`src/alpe_pkg.sv`:
```
// Shared types and constants for the addressable LED pixel encoder.
`timescale 1ns / 1ps

package alpe_pkg;

	localparam int WHEEL_STEPS_DEF = 84;
	localparam int BITS_PER_PIXEL  = 24;
	localparam int BIT_IDX_W       = 5;
	localparam int CFG_IDX_W       = 2;

	localparam logic [BIT_IDX_W-1:0] LAST_BIT = BIT_IDX_W'(BITS_PER_PIXEL - 1);

	localparam logic [7:0] ZERO_CODE_RST = 8'h30;
	localparam logic [7:0] ONE_CODE_RST  = 8'h3c;
	localparam logic [7:0] FULL_SCALE    = 8'hff;

	localparam logic [CFG_IDX_W-1:0] CFG_ZERO_CODE = CFG_IDX_W'(0);
	localparam logic [CFG_IDX_W-1:0] CFG_ONE_CODE  = CFG_IDX_W'(1);

	// Wheel segment of a position.
	typedef enum logic [1:0] {
		SEG_RB = 2'd0, // red falls, blue rises
		SEG_GB = 2'd1, // green rises, blue falls
		SEG_RG = 2'd2  // red rises, green falls
	} seg_t;

	// One scaled pixel handed to the serializer.
	typedef struct packed {
		logic [23:0] grb;
		logic [7:0]  idx;
	} pix_t;

endpackage

```
`src/alpe_color_pipe.sv`:
```
// Four-stage colour pipeline: wheel wrap, ramp multiply, colour pick, brightness scale.
`timescale 1ns / 1ps

module alpe_color_pipe #(
	parameter int WHEEL_STEPS = alpe_pkg::WHEEL_STEPS_DEF
) (
	input  logic          clk,
	input  logic          arst_n,
	input  logic          in_valid,
	output logic          in_ready,
	input  logic          mode,
	input  logic [23:0]   color,
	input  logic [7:0]    wheel_pos,
	input  logic [7:0]    brightness,
	input  logic [7:0]    pixel_index,
	output logic          out_valid,
	input  logic          out_ready,
	output alpe_pkg::pix_t out_pix
);
	import alpe_pkg::*;

	localparam int SEG   = WHEEL_STEPS / 3;
	localparam int SLOPE = 255 / SEG;
	localparam logic [7:0] STEPS8 = 8'(WHEEL_STEPS);
	localparam logic [7:0] SEG8   = 8'(SEG);
	localparam logic [7:0] SEG2X8 = 8'(2 * SEG);
	localparam logic [7:0] SLOPE8 = 8'(SLOPE);

	logic v_s1, v_s2, v_s3, v_s4;
	logic rdy1, rdy2, rdy3, rdy4;

	assign rdy4     = !v_s4 || out_ready;
	assign rdy3     = !v_s3 || rdy4;
	assign rdy2     = !v_s2 || rdy3;
	assign rdy1     = !v_s1 || rdy2;
	assign in_ready = rdy1;

	always_ff @(posedge clk or negedge arst_n) begin
		if (!arst_n) begin
			v_s1 <= 1'b0;
			v_s2 <= 1'b0;
			v_s3 <= 1'b0;
			v_s4 <= 1'b0;
		end else begin
			if (rdy1) v_s1 <= in_valid;
			if (rdy2) v_s2 <= v_s1;
			if (rdy3) v_s3 <= v_s2;
			if (rdy4) v_s4 <= v_s3;
		end
	end

	// Stage 1: wrap the position once, saturate, and mirror it.
	logic [7:0] pos_wrap, pos_sat;
	always_comb begin
		pos_wrap = (wheel_pos >= STEPS8) ? wheel_pos - STEPS8 : wheel_pos;
		pos_sat  = (pos_wrap >= STEPS8) ? STEPS8 - 8'd1 : pos_wrap;
	end

	logic        mode_s1;
	logic [23:0] color_s1;
	logic [7:0]  bright_s1, pix_s1, w_s1;

	always_ff @(posedge clk) begin
		if (rdy1) begin
			mode_s1   <= mode;
			color_s1  <= color;
			bright_s1 <= brightness;
			pix_s1    <= pixel_index;
			w_s1      <= (STEPS8 - 8'd1) - pos_sat;
		end
	end

	// Stage 2: pick the segment and multiply the offset by the slope.
	seg_t       seg_c;
	logic [7:0] off_c;
	always_comb begin
		if (w_s1 < SEG8) begin
			seg_c = SEG_RB;
			off_c = w_s1;
		end else if (w_s1 < SEG2X8) begin
			seg_c = SEG_GB;
			off_c = w_s1 - SEG8;
		end else begin
			seg_c = SEG_RG;
			off_c = w_s1 - SEG2X8;
		end
	end

	logic        mode_s2;
	logic [23:0] color_s2;
	logic [7:0]  bright_s2, pix_s2;
	seg_t        seg_s2;
	logic [15:0] ramp_s2;

	always_ff @(posedge clk) begin
		if (rdy2) begin
			mode_s2   <= mode_s1;
			color_s2  <= color_s1;
			bright_s2 <= bright_s1;
			pix_s2    <= pix_s1;
			seg_s2    <= seg_c;
			ramp_s2   <= 16'(off_c) * 16'(SLOPE8);
		end
	end

	// Stage 3: saturate the ramp and build the colour.
	logic [7:0]  up_c, down_c;
	logic [23:0] wheel_rgb, rgb_c;
	always_comb begin
		up_c   = (ramp_s2 > 16'(FULL_SCALE)) ? FULL_SCALE : ramp_s2[7:0];
		down_c = FULL_SCALE - up_c;
		unique case (seg_s2)
			SEG_RB:  wheel_rgb = {down_c, 8'd0, up_c};
			SEG_GB:  wheel_rgb = {8'd0, up_c, down_c};
			SEG_RG:  wheel_rgb = {up_c, down_c, 8'd0};
			default: wheel_rgb = 24'd0;
		endcase
		rgb_c = mode_s2 ? wheel_rgb : color_s2;
	end

	logic [23:0] rgb_s3;
	logic [8:0]  scale_s3;
	logic [7:0]  pix_s3;

	always_ff @(posedge clk) begin
		if (rdy3) begin
			rgb_s3   <= rgb_c;
			scale_s3 <= {1'b0, bright_s2} + 9'd1;
			pix_s3   <= pix_s2;
		end
	end

	// Stage 4: scale each channel by the brightness.
	logic [16:0] r_s4, g_s4, b_s4;
	logic [7:0]  pix_s4;

	always_ff @(posedge clk) begin
		if (rdy4) begin
			r_s4   <= 17'(rgb_s3[23:16]) * 17'(scale_s3);
			g_s4   <= 17'(rgb_s3[15:8]) * 17'(scale_s3);
			b_s4   <= 17'(rgb_s3[7:0]) * 17'(scale_s3);
			pix_s4 <= pix_s3;
		end
	end

	assign out_valid   = v_s4;
	assign out_pix.grb = {g_s4[15:8], r_s4[15:8], b_s4[15:8]};
	assign out_pix.idx = pix_s4;

endmodule

```
`src/addressable_led_pixel_encoder.sv`:
```
// Top level of the addressable LED pixel encoder: colour pipeline, SPI bit serializer, registers.
`timescale 1ns / 1ps

// A pixel request (start while busy is low) carries either a packed RGB colour (mode 0)
// or a colour wheel position (mode 1), a brightness and the LED's strip index. The
// colour is scaled, reordered to GRB and sent MSB first as 24 SPI code bytes, one per
// clock cycle, each on the output ports for exactly one cycle with strobe high; the
// receiver cannot hold them off. The serializer emits one byte per cycle and loads the
// next pixel during the last byte of the current one, so back-to-back requests run
// with no gap between pixels. A request passes the four-stage colour pipeline before
// the serializer loads it. Up to four further requests are taken while a pixel is
// being sent; busy rises once the pipeline is full. The zero and one codes are written
// over the cfg port (index 0 zero code, index 1 one code; other indexes are dropped)
// and should only be changed while no pixel is in flight.
module addressable_led_pixel_encoder #(
	parameter int WHEEL_STEPS = alpe_pkg::WHEEL_STEPS_DEF
) (
	input  logic                           clk,
	input  logic                           arst_n,
	input  logic                           start,
	output logic                           busy,
	input  logic                           mode,
	input  logic [23:0]                    color,
	input  logic [7:0]                     wheel_pos,
	input  logic [7:0]                     brightness,
	input  logic [7:0]                     pixel_index,
	output logic                           strobe,
	output logic [7:0]                     spi_byte,
	output logic [7:0]                     pixel_index_out,
	output logic [alpe_pkg::BIT_IDX_W-1:0] bit_index,
	output logic                           last,
	input  logic                           cfg_valid,
	output logic                           cfg_ready,
	input  logic [alpe_pkg::CFG_IDX_W-1:0] cfg_index,
	input  logic [7:0]                     cfg_data
);
	import alpe_pkg::*;

	// Code registers; always ready for a write request.
	logic [7:0] zero_code_q, one_code_q;

	assign cfg_ready = 1'b1;

	always_ff @(posedge clk or negedge arst_n) begin
		if (!arst_n) begin
			zero_code_q <= ZERO_CODE_RST;
			one_code_q  <= ONE_CODE_RST;
		end else if (cfg_valid && cfg_ready) begin
			if (cfg_index == CFG_ZERO_CODE) zero_code_q <= cfg_data;
			if (cfg_index == CFG_ONE_CODE)  one_code_q  <= cfg_data;
		end
	end

	// Colour pipeline.
	logic  in_ready;
	logic  pipe_valid, pipe_ready;
	pix_t  pipe_pix;

	assign busy = !in_ready;

	alpe_color_pipe #(
		.WHEEL_STEPS (WHEEL_STEPS)
	) u_color_pipe (
		.clk         (clk),
		.arst_n      (arst_n),
		.in_valid    (start),
		.in_ready    (in_ready),
		.mode        (mode),
		.color       (color),
		.wheel_pos   (wheel_pos),
		.brightness  (brightness),
		.pixel_index (pixel_index),
		.out_valid   (pipe_valid),
		.out_ready   (pipe_ready),
		.out_pix     (pipe_pix)
	);

	// Serializer: hold the GRB word, shift out one bit per cycle.
	logic                 act_q;
	logic [BIT_IDX_W-1:0] cnt_q;
	logic [23:0]          grb_q;
	logic [7:0]           pix_q;
	logic                 at_last;
	logic                 load;

	assign at_last    = (cnt_q == LAST_BIT);
	// Take the next pixel when idle or during the last byte of the current one.
	assign pipe_ready = !act_q || at_last;
	assign load       = pipe_valid && pipe_ready;

	always_ff @(posedge clk or negedge arst_n) begin
		if (!arst_n) begin
			act_q <= 1'b0;
			cnt_q <= '0;
		end else if (load) begin
			act_q <= 1'b1;
			cnt_q <= '0;
		end else if (act_q) begin
			if (at_last) begin
				act_q <= 1'b0;
				cnt_q <= '0;
			end else begin
				cnt_q <= cnt_q + BIT_IDX_W'(1);
			end
		end
	end

	always_ff @(posedge clk) begin
		if (load) begin
			grb_q <= pipe_pix.grb;
			pix_q <= pipe_pix.idx;
		end else if (act_q) begin
			grb_q <= {grb_q[22:0], 1'b0};
		end
	end

	// Drive the current byte straight from the serializer registers.
	assign strobe          = act_q;
	assign spi_byte        = grb_q[23] ? one_code_q : zero_code_q;
	assign pixel_index_out = pix_q;
	assign bit_index       = cnt_q;
	assign last            = act_q && at_last;

	// Within a pixel the bytes are consecutive with rising bit numbers.
	a_bit_advance: assert property (@(posedge clk) disable iff (!arst_n)
		strobe && !last |=> strobe && bit_index == $past(bit_index) + BIT_IDX_W'(1))
		else $error("bit index did not advance within a pixel");

	// The pixel index holds across the bytes of one pixel.
	a_pix_hold: assert property (@(posedge clk) disable iff (!arst_n)
		strobe && !last |=> $stable(pixel_index_out))
		else $error("pixel index changed inside a pixel");

	// A pixel always starts at the green MSB.
	a_first_bit: assert property (@(posedge clk) disable iff (!arst_n)
		(!strobe || last) |=> !strobe || bit_index == '0)
		else $error("pixel did not start at bit zero");

endmodule

```
`config.mk`:
```
export PLATFORM = sky130hd
export DESIGN_NAME = addressable_led_pixel_encoder
export DESIGN_NICKNAME = d
export VERILOG_FILES = /design/src/alpe_pkg.sv /design/src/alpe_color_pipe.sv /design/src/addressable_led_pixel_encoder.sv
export SDC_FILE = /design/constraint.sdc
export NUM_CORES = 1
export LEC_CHECK = 0
export BUFFER_PORTS_ARGS = -buffer_cell sky130_fd_sc_hd__clkbuf_2
export CELL_PAD_IN_SITES_DETAIL_PLACEMENT = 0
export CELL_PAD_IN_SITES_GLOBAL_PLACEMENT = 1
export CORE_MARGIN = 2
export CORE_UTILIZATION = 30
export DETAILED_ROUTE_END_ITERATION = 16
export GPL_TIMING_DRIVEN = 0
export HOLD_SLACK_MARGIN = 0.1
export PLACE_DENSITY = 0.55
export SYNTH_ARGS = -nofsm -noshare
export SYNTH_HDL_FRONTEND = slang
export SYNTH_SLANG_ARGS = --single-unit
```
`constraint.sdc`:
```
create_clock -name clk -period 4.7 [get_ports clk]
set_clock_uncertainty 0.15 [all_clocks]
set_input_delay 0.705 -clock clk [delete_from_list [all_inputs] [get_ports clk]]
set_output_delay 0.705 -clock clk [all_outputs]
set_load 0.005 [all_outputs]
```
Yosys cells after proc, flatten, opt, wreduce, memory -nomap -nowiden

Index checks and enable logic that the tools add are counted.

Multiplexer cells: 17
Multipliers: 4
Reductions and logical operators: 18
Add/sub/neg operators: 7
Magnitude comparators: 5
Equality and inequality tests: 4

Operators by type and width:

| cell                                                               | count |
|---|---|
| two-way mux 24 bit                                                 | 3 |
| case mux 24 bit (3 select lines)                                   | 1 |
| multiplier 8 x 9 -> 16 bit                                         | 3 |
| two-way mux 8 bit                                                  | 6 |
| greater-or-equal comparator 8 x 7 -> 1 bit (second input constant) | 2 |
| two-way mux 5 bit                                                  | 3 |
| > comparator 12 x 8 -> 1 bit (second input constant)               | 1 |
| multiplier 8 x 4 -> 12 bit (second input constant)                 | 1 |
| adder 8 x 1 -> 9 bit (second input constant)                       | 1 |
| < comparator 8 x 5 -> 1 bit (second input constant)                | 1 |
| < comparator 8 x 6 -> 1 bit (second input constant)                | 1 |
| subtractor 7 x 8 -> 8 bit (first input constant)                   | 1 |
| subtractor 8 x 5 -> 8 bit (second input constant)                  | 1 |
| subtractor 8 x 6 -> 8 bit (second input constant)                  | 1 |
| subtractor 8 x 7 -> 8 bit (second input constant)                  | 1 |
| subtractor 8 bit (first input constant)                            | 1 |
| logical NOT 1 bit                                                  | 6 |
| adder 5 x 1 -> 5 bit (second input constant)                       | 1 |
| == test 5 bit (second input constant)                              | 1 |
| logical OR 1 bit                                                   | 5 |
| == test 2 x 1 -> 1 bit (second input constant)                     | 2 |
| logical NOT 2 bit                                                  | 2 |
| AND reduction 2 bit                                                | 2 |
| two-way mux 1 bit                                                  | 3 |
| 4 further kinds                                                    | 5 |

Input bits: 63
Word-level logic and storage cells: 83
Flip-flop bits (word level): 259

Longest topological paths before layout

Gate-level depths: netlist (run 1).

Depth after elaboration: 7
Gate-level depth with buffers: 18
Depth with buffers taken out: 16

Modules after synthesis

From an unflattened synthesis (run 1), not the netlist that was laid out.

Cell total of the unflattened synthesis: 1280
Area total of the unflattened synthesis: 15718.8 um2

Modules (own cells, without submodules):

| module                        | instances | cells an instance | seq. area each (um2) | area each (um2) |
|---|---|---|---|---|
| alpe_color_pipe               | 1         | 1144              | 5415.2               | 13422.9 |
| addressable_led_pixel_encoder | 1         | 136               | 1519.0               | 2296.0 |

Worst setup path before layout (run 1)

No wires, ideal clock.

Path type: flip-flop to flip-flop
Start: register u_color_pipe.scale_s3[0]
End: register u_color_pipe.b_s4[14] (data pin)
Library setup time: 180 ps
Path slack: -118 ps
Clock period less this slack: 4818 ps
Path buffers: 2
Stages on the path, launching flop included: 16
Data arrival time: 4488 ps
Cells stage by stage: edfxtp_1 -> clkbuf_1 -> clkbuf_1 -> nand2_1 -> fa_1 -> fa_1 -> inv_1 -> fa_1 -> fa_1 -> ha_1 -> a21oi_1 -> nor2b_1 -> a41o_1 -> o221a_2 -> or4_1 -> o311ai_1

Cells in the longest elaborated chain, start to end: 1

Ends and longest elaborated chain:

| element                    | RTL line               | source |
|---|---|---|
| start: declaration         | alpe_color_pipe.sv:122 | `logic [8:0] scale_s3;` |
| start signal: assignment   | alpe_color_pipe.sv:128 | `scale_s3 <= {1'b0, bright_s2} + 9'd1;` |
| multiplier 8 x 9 -> 16 bit | alpe_color_pipe.sv:141 | `b_s4 <= 17'(rgb_s3[7:0]) * 17'(scale_s3);` |
| end signal: assignment     | alpe_color_pipe.sv:141 |  |
| end: declaration           | alpe_color_pipe.sv:134 | `logic [16:0] r_s4, g_s4, b_s4;` |

Every way passes these cells.
A chain may end at the register's enable or synchronous reset.

Worst setup path after layout (run 1)

Start: register u_color_pipe.scale_s3[5]
End: register u_color_pipe.g_s4[14] (data pin)

Cells in the longest elaborated chain, start to end: 1

Ends and longest elaborated chain:

| element                    | RTL line               | source |
|---|---|---|
| multiplier 8 x 9 -> 16 bit | alpe_color_pipe.sv:140 | `g_s4 <= 17'(rgb_s3[15:8]) * 17'(scale_s3);` |
| end signal: assignment     | alpe_color_pipe.sv:140 |  |
| end: declaration           | alpe_color_pipe.sv:134 |  |

Every way passes these cells.

==> impl_metrics.ini, run 1 <==
[run_status]
status = finished, violations left
violations = setup timing

[global_routing]
grt_first_pass_wirelength_mm = 54.7
grt_max_degree = 57
first_global_vias = 10075
antenna_found_initial = 0
track_usage_pct = 13.1
overflow = 0

[clock_tree]
cts_tree = done
clock_path_buffers = 3
worstSkewPairLatency_ns = 0.56
cts_root_buf = clkbuf_16
cts_max_level = 1
cts_sinks = 235
cts_buffers = 27
clk_pin_slew_ns = 0.06

[timing]
finalMaxSlewViolations = 0
setup_slack_ns = -0.248
hold_violations = 0
relSlewSlack_pct = 31.3
post-route-period-util_pct = 105
rsz0062_at_grt = yes
finalSetupViolCount = 15
worst_pin_slew_ns = 1.03
setup_tns_ns = -2.02
fin_crit_ns = 4.95
holdWs_ns = 0.171
max_freq_mhz = 202

[critical_path]
cp-start-kind = flip-flop
critPathSlowestCell = fa_1
worst-path-stages = 15
crit_path_max_fanout = 4
startpoint = u_color_pipe.scale_s3[5]
crit_path_end_kind = flip-flop
crit_top_cell = fa_1
critical-path-top-delay-family = adder cells
critPathRequiredTime_ns = 4.86
arrival_ns = 5.11
crit_buf_inv = 3
worstSetupPathType = reg -> reg
path_cells = clkbuf_8 -> and2_1 -> fa_1 -> inv_1 -> fa_1 -> fa_1 -> fa_1 -> inv_2 -> ha_4 -> and2_4 -> a221o_1 -> a221oi_4 -> o21ai_4 -> o31ai_2 -> xnor2_1
critPathMaxStageDelay_ns = 0.55
r2r_start = u_color_pipe.scale_s3[5]
reg2regPathDepth = 15

[floorplanning]
io_pins = 88
core_area_sq_mm = 0.0511
initial_core_util_pct = 30.2
fp-row-count = 83
chipHeight_microns = 231
die_w_microns = 231
die_area_sq_mm = 0.0532

[power_and_ir_drop]
seqPwrFrac_pct = 51.5
p_switching_mw = 0.886
clkPwrFrac_pct = 45.5
irDropWorstVdd_v = 0.000287
switching_share_pct = 19.8
power.density_mw_per_mm2 = 241
p_leak_nw = 7.83
intPower_mw = 3.58
power_frac_comb_pct = 3.0

[cells_and_area]
final_area_sq_mm = 0.0185
post-route-util_pct = 36.2
area_growth_syn_to_layout_pct = 20.1
finalNonFillerCells = 2139
layout_common_cells = 209 x edfxtp_1, 173 x inv_1, 139 x and2_1, 115 x fa_1, 104 x ha_1
drive_gt1_share_pct = 22.2
nets = 1736
antenna_cells = 0
layout_commonest_cell = edfxtp_1

[synthesis]
synth_area_leader_cell = edfxtp_1
synth-seq-area-share_pct = 45.0
yosysTopAreaCellShare_pct = 40.7
synth_area_leaders = edfxtp_1 41%, fa_1 16%, ha_1 9.2%, and2_1 5.9%, inv_1 4.5%
syn_area_sq_mm = 0.0154
syn-num-nets = 1572
synth_seq_cells = 235
yosysWarningCount = 0
synth_ff_type = edfxtp_1
synth_cell_types = 66
netlist_instances = 1275
ys_async_sr_fraction_pct = 11.1
synth_edf_count = 209
postSynthAreaPerCell_sq_um = 12.1

[worst_hold_path]
whs_path_depth = 1
hold_path_class = in -> reg
hold_start = brightness[6]

[place]
placement.io_buffers = 85
hpwlAfterDp_mm = 25.1
gp_congestion = 0.757
placed_cells = 2044
dpl-instance-area_sq_mm = 0.0168

[routing]
drtIter0Drc = 389
wirelength_mm = 34.2
drt_first_pass_iters = 4
drc = 0
postRouteAntennaNets = 0
via_count = 9537
routedWlPerCell_microns = 16.0
viasPerCell = 4.46

[run]
max_cap_violations = 0
[state kept, by name, summed over array words and instances (netlist names), 9 cells and up]
name,flops
grb_q,24
u_color_pipe.color_s1,24
u_color_pipe.color_s2,24
u_color_pipe.ramp_s2,12
u_color_pipe.rgb_s3,24
u_color_pipe.scale_s3,9
[what timing repair did]
action | in CTS | in global routing
hold endpoints to repair | 20 | 0
hold buffers | 1 | 0
pin swaps | 34 | 65
gates resized for setup | 81 | 56
cloned | 1 | 0
buffers inserted | 39 | 11
endpoints found under the setup margin | 23 | 19
[area by class of cell]
cell class                 count  area (sq um)
sequential                   235          6930
tap                          680           851
fill                        5130         32600
multi-input combinational    815          7950
clock buffer                  31           691
timing repair buffer         140           933
inverter                     185           694
buffer                        35           287
clock inverter                18           173
[metrics by stage]
step | total power, mW | worst slack [ns]
floorplan | 2.41 | 0.00300
global placement | 2.47 | -0.799
detailed placement | 2.48 | -0.769
CTS | 4.54 | -0.244
global route | 4.62 | -0.366
finish | 4.47 | -0.248
[Yosys cell counts, drive strengths merged, types with 10 or more instances]
library cell and number:
a21oi 36, and2 146, clkbuf 34, dfrtp 20, edfxtp 209, fa 121, ha 113, inv 185
mux2 47, nand2 83, nand2b 10, nand3 11, nor2 48, o21ai 21, o22ai 17, xnor2 41
xor2 19
[power groups by stage]
stage / sequential [mW] / combinational (mW) / clock, mW
after floorplan: 2.34 / 0.0771 / 0
after global placement: 2.34 / 0.134 / 0
after detailed placement: 2.34 / 0.136 / 0
after CTS: 2.30 / 0.137 / 2.11
after global routing: 2.30 / 0.150 / 2.17
final: 2.30 / 0.136 / 2.03
[routing by layer]
layer	vias to the layer above	global-route usage, %	wire length [microns]
met5	-	0	0
met4	0	3.13	700
met3	38	1.45	938
met2	120	22.5	16500
met1	4789	17.6	16100
li1	4590	-	-
[logic make-up after synthesis]
group	after synthesis	share of synthesized area (%)
AND/OR/NAND/NOR	342	11.8
flip-flops	235	45.0
AO/OA/AOI/OAI	121	5.24
adder cells (fa/ha/maj)	234	24.9
buffers and inverters	225	5.56
other	2	0.0487
XOR/XNOR	60	3.41
multiplexers	56	4.02
[path summary, 6_finish.rpt]
path                                              to  slack, ns
setup / recovery               u_color_pipe.g_s4[14]      -0.25
hold / removal             u_color_pipe.bright_s1[6]       0.17
setup reg to reg               u_color_pipe.g_s4[14]      -0.25
hold reg to reg            u_color_pipe.color_s2[21]       0.26
max in group asynchronous     u_color_pipe.out_valid       3.41
min in group asynchronous             zero_code_q[1]       0.56
Note: power is estimated with default switching activity, not from simulation.
==> inputs of run 2 (changes only) <==
Settings changed: GPL_TIMING_DRIVEN 0 to unset.
==> impl_metrics.ini, run 2 (synthesis gave the netlist of run 1 again) <==
[cells_and_area]
nets = 1739
layout_commonest_cell = edfxtp_1
final_area_sq_mm = 0.0184
drive_gt1_share_pct = 22.6
antenna_cells = 0
finalNonFillerCells = 2142
fillCellCount = 5111
layout_common_cells = 209 x edfxtp_1, 180 x inv_1, 134 x and2_1, 115 x fa_1, 106 x ha_1
area_growth_syn_to_layout_pct = 19.5

[routing]
via_count = 9285
drt_first_pass_iters = 4
postRouteAntennaNets = 0
drtIter0Drc = 275
wirelength_mm = 32.4
drc = 0
routedWlPerCell_microns = 15.1
viasPerCell = 4.33

[global_routing]
met1_usage_pct = 16.3
use_met2_pct = 21.6
busiest_layer = met2
first_global_vias = 9893
overflow = 0
antenna_found_initial = 0
grtUsageMet3_pct = 1.73
grt_first_pass_wirelength_mm = 52.8
track_usage_pct = 12.4
grt_max_degree = 51

[critical_path]
path_cells = buf_12 -> and2_4 -> fa_1 -> fa_1 -> fa_1 -> inv_1 -> fa_1 -> inv_1 -> ha_1 -> o21a_1 -> o21a_1 -> o221a_2 -> or4_1 -> o311ai_1
crit_path_max_fanout = 13
critPathSlowestCell = fa_1
crit_path_end_kind = flip-flop
critPathMaxStageDelay_ns = 0.54
reg2regPathDepth = 14
crit_top_cell = fa_1
worstSetupPathType = reg -> reg
critPathRequiredTime_ns = 4.94
arrival_ns = 4.94
cp-start-kind = flip-flop

[clock_tree]
clk_pin_slew_ns = 0.06
cts_root_buf = clkbuf_16
cts_buffers = 27
cts_tree = done
worstSkewPairLatency_ns = 0.58
clock_path_buffers = 3
cts_sinks = 235
cts_max_level = 1

[worst_hold_path]
hold_path_class = in -> reg
whs_path_depth = 1

[run_status]
status = completed

[floorplanning]
die_area_sq_mm = 0.0532
io_pins = 88
fp-row-count = 83
die_w_microns = 231
chipHeight_microns = 231
core_area_sq_mm = 0.0511
initial_core_util_pct = 30.2

[timing]
finalSetupViolCount = 0
worst_pin_slew_ns = 1.10
setup_slack_ns = 0.00191
finalMaxSlewViolations = 0
post-route-period-util_pct = 100
max_freq_mhz = 213
hold_violations = 0
fin_crit_ns = 4.70
rsz0062_at_grt = yes
relSlewSlack_pct = 26.5

[place]
placed_cells = 2076
hpwlAfterDp_mm = 24.9
dpl_worst_slack_ns = -0.0404
gp_congestion = 0.749
dpl-instance-area_sq_mm = 0.0172
placement.io_buffers = 86

[run]
max_cap_violations = 0

[power_and_ir_drop]
p_leak_nw = 7.84
power.density_mw_per_mm2 = 247
irDropWorstVdd_v = 0.000271
-- run 2: cell types whose count changed in the layout (fill, tap and decap cells not counted), sizes merged --
cell	delta
clkinvlp	+6
buf	+29
clkinv	-4
clkbuf	-28
-- run 2: worst max-delay path, delay by kind of cell (launching register included) --
family	cells	cell delay [ns]
AO/OA/AOI/OAI	4	0.74
flip-flops	1	0.41
AND/OR/NAND/NOR	2	0.55
adder cells (fa/ha/maj)	5	2.39
buffers and inverters	3	0.26
-- run 2: metrics by stage --
step	hold WS (ns)	utilization, %	power (mW)	setup TNS (ns)
floorplan	0.250	-	2.41	0
global placement	0.250	33.6	2.47	-0.0318
detailed placement	0.255	33.6	2.48	-0.134
CTS	0.115	35.6	4.62	-0.162
global route	0.123	36.0	4.70	-0.898
finish	0.151	36.0	4.54	0
-- run 2: routing by layer --
metal	wire [microns]	part of all wire, %
met5	0	0
met4	569	1.8
met3	878	2.7
met2	15900	49
met1	15100	47
-- run 2: cell type report --
type                    count  area, sq um  share of cell area, %
flip-flops and latches    235         6930                   37.7
repair buffers            178         1210                   6.59
clock buffers              29          683                   3.71
well taps                 680          851                   4.62
clock inverters            20          206                   1.12
multi-input cells         815         7830                   42.5
inverters                 185          694                   3.77
-- run 2: path summary, 6_finish.rpt --
kind | from | end | slack (ns)
worst max-delay path | u_color_pipe.scale_s3[2] | u_color_pipe.b_s4[14] | 0.002
worst min-delay path | pixel_index[0] | u_color_pipe.pix_s1[0] | 0.15
worst max register to register | u_color_pipe.scale_s3[2] | u_color_pipe.b_s4[14] | 0.002
worst min register to register | u_color_pipe.pix_s4[2] | pixel_index_out[2] | 0.27
max in group asynchronous | arst_n | bit_index[4] | 3.42
min in group asynchronous | arst_n | one_code_q[1] | 0.55
-- run 2: report_power, final --
part           internal (mW)  total [mW]  leakage (nW)  switching [mW]
combinational         0.0762       0.135          5.19          0.0588
sequential              2.29        2.30          2.23          0.0119
clock                   1.22        2.11         0.416           0.885
total                   3.59        4.54          7.84           0.956
-- run 2: repair_timing --
item	CTS	global route
setup endpoints to repair	8	16
endpoints found under the hold margin	20	0
resized for setup	13	45
setup buffers	7	9
hold buffers	1	0
pin swaps	4	13
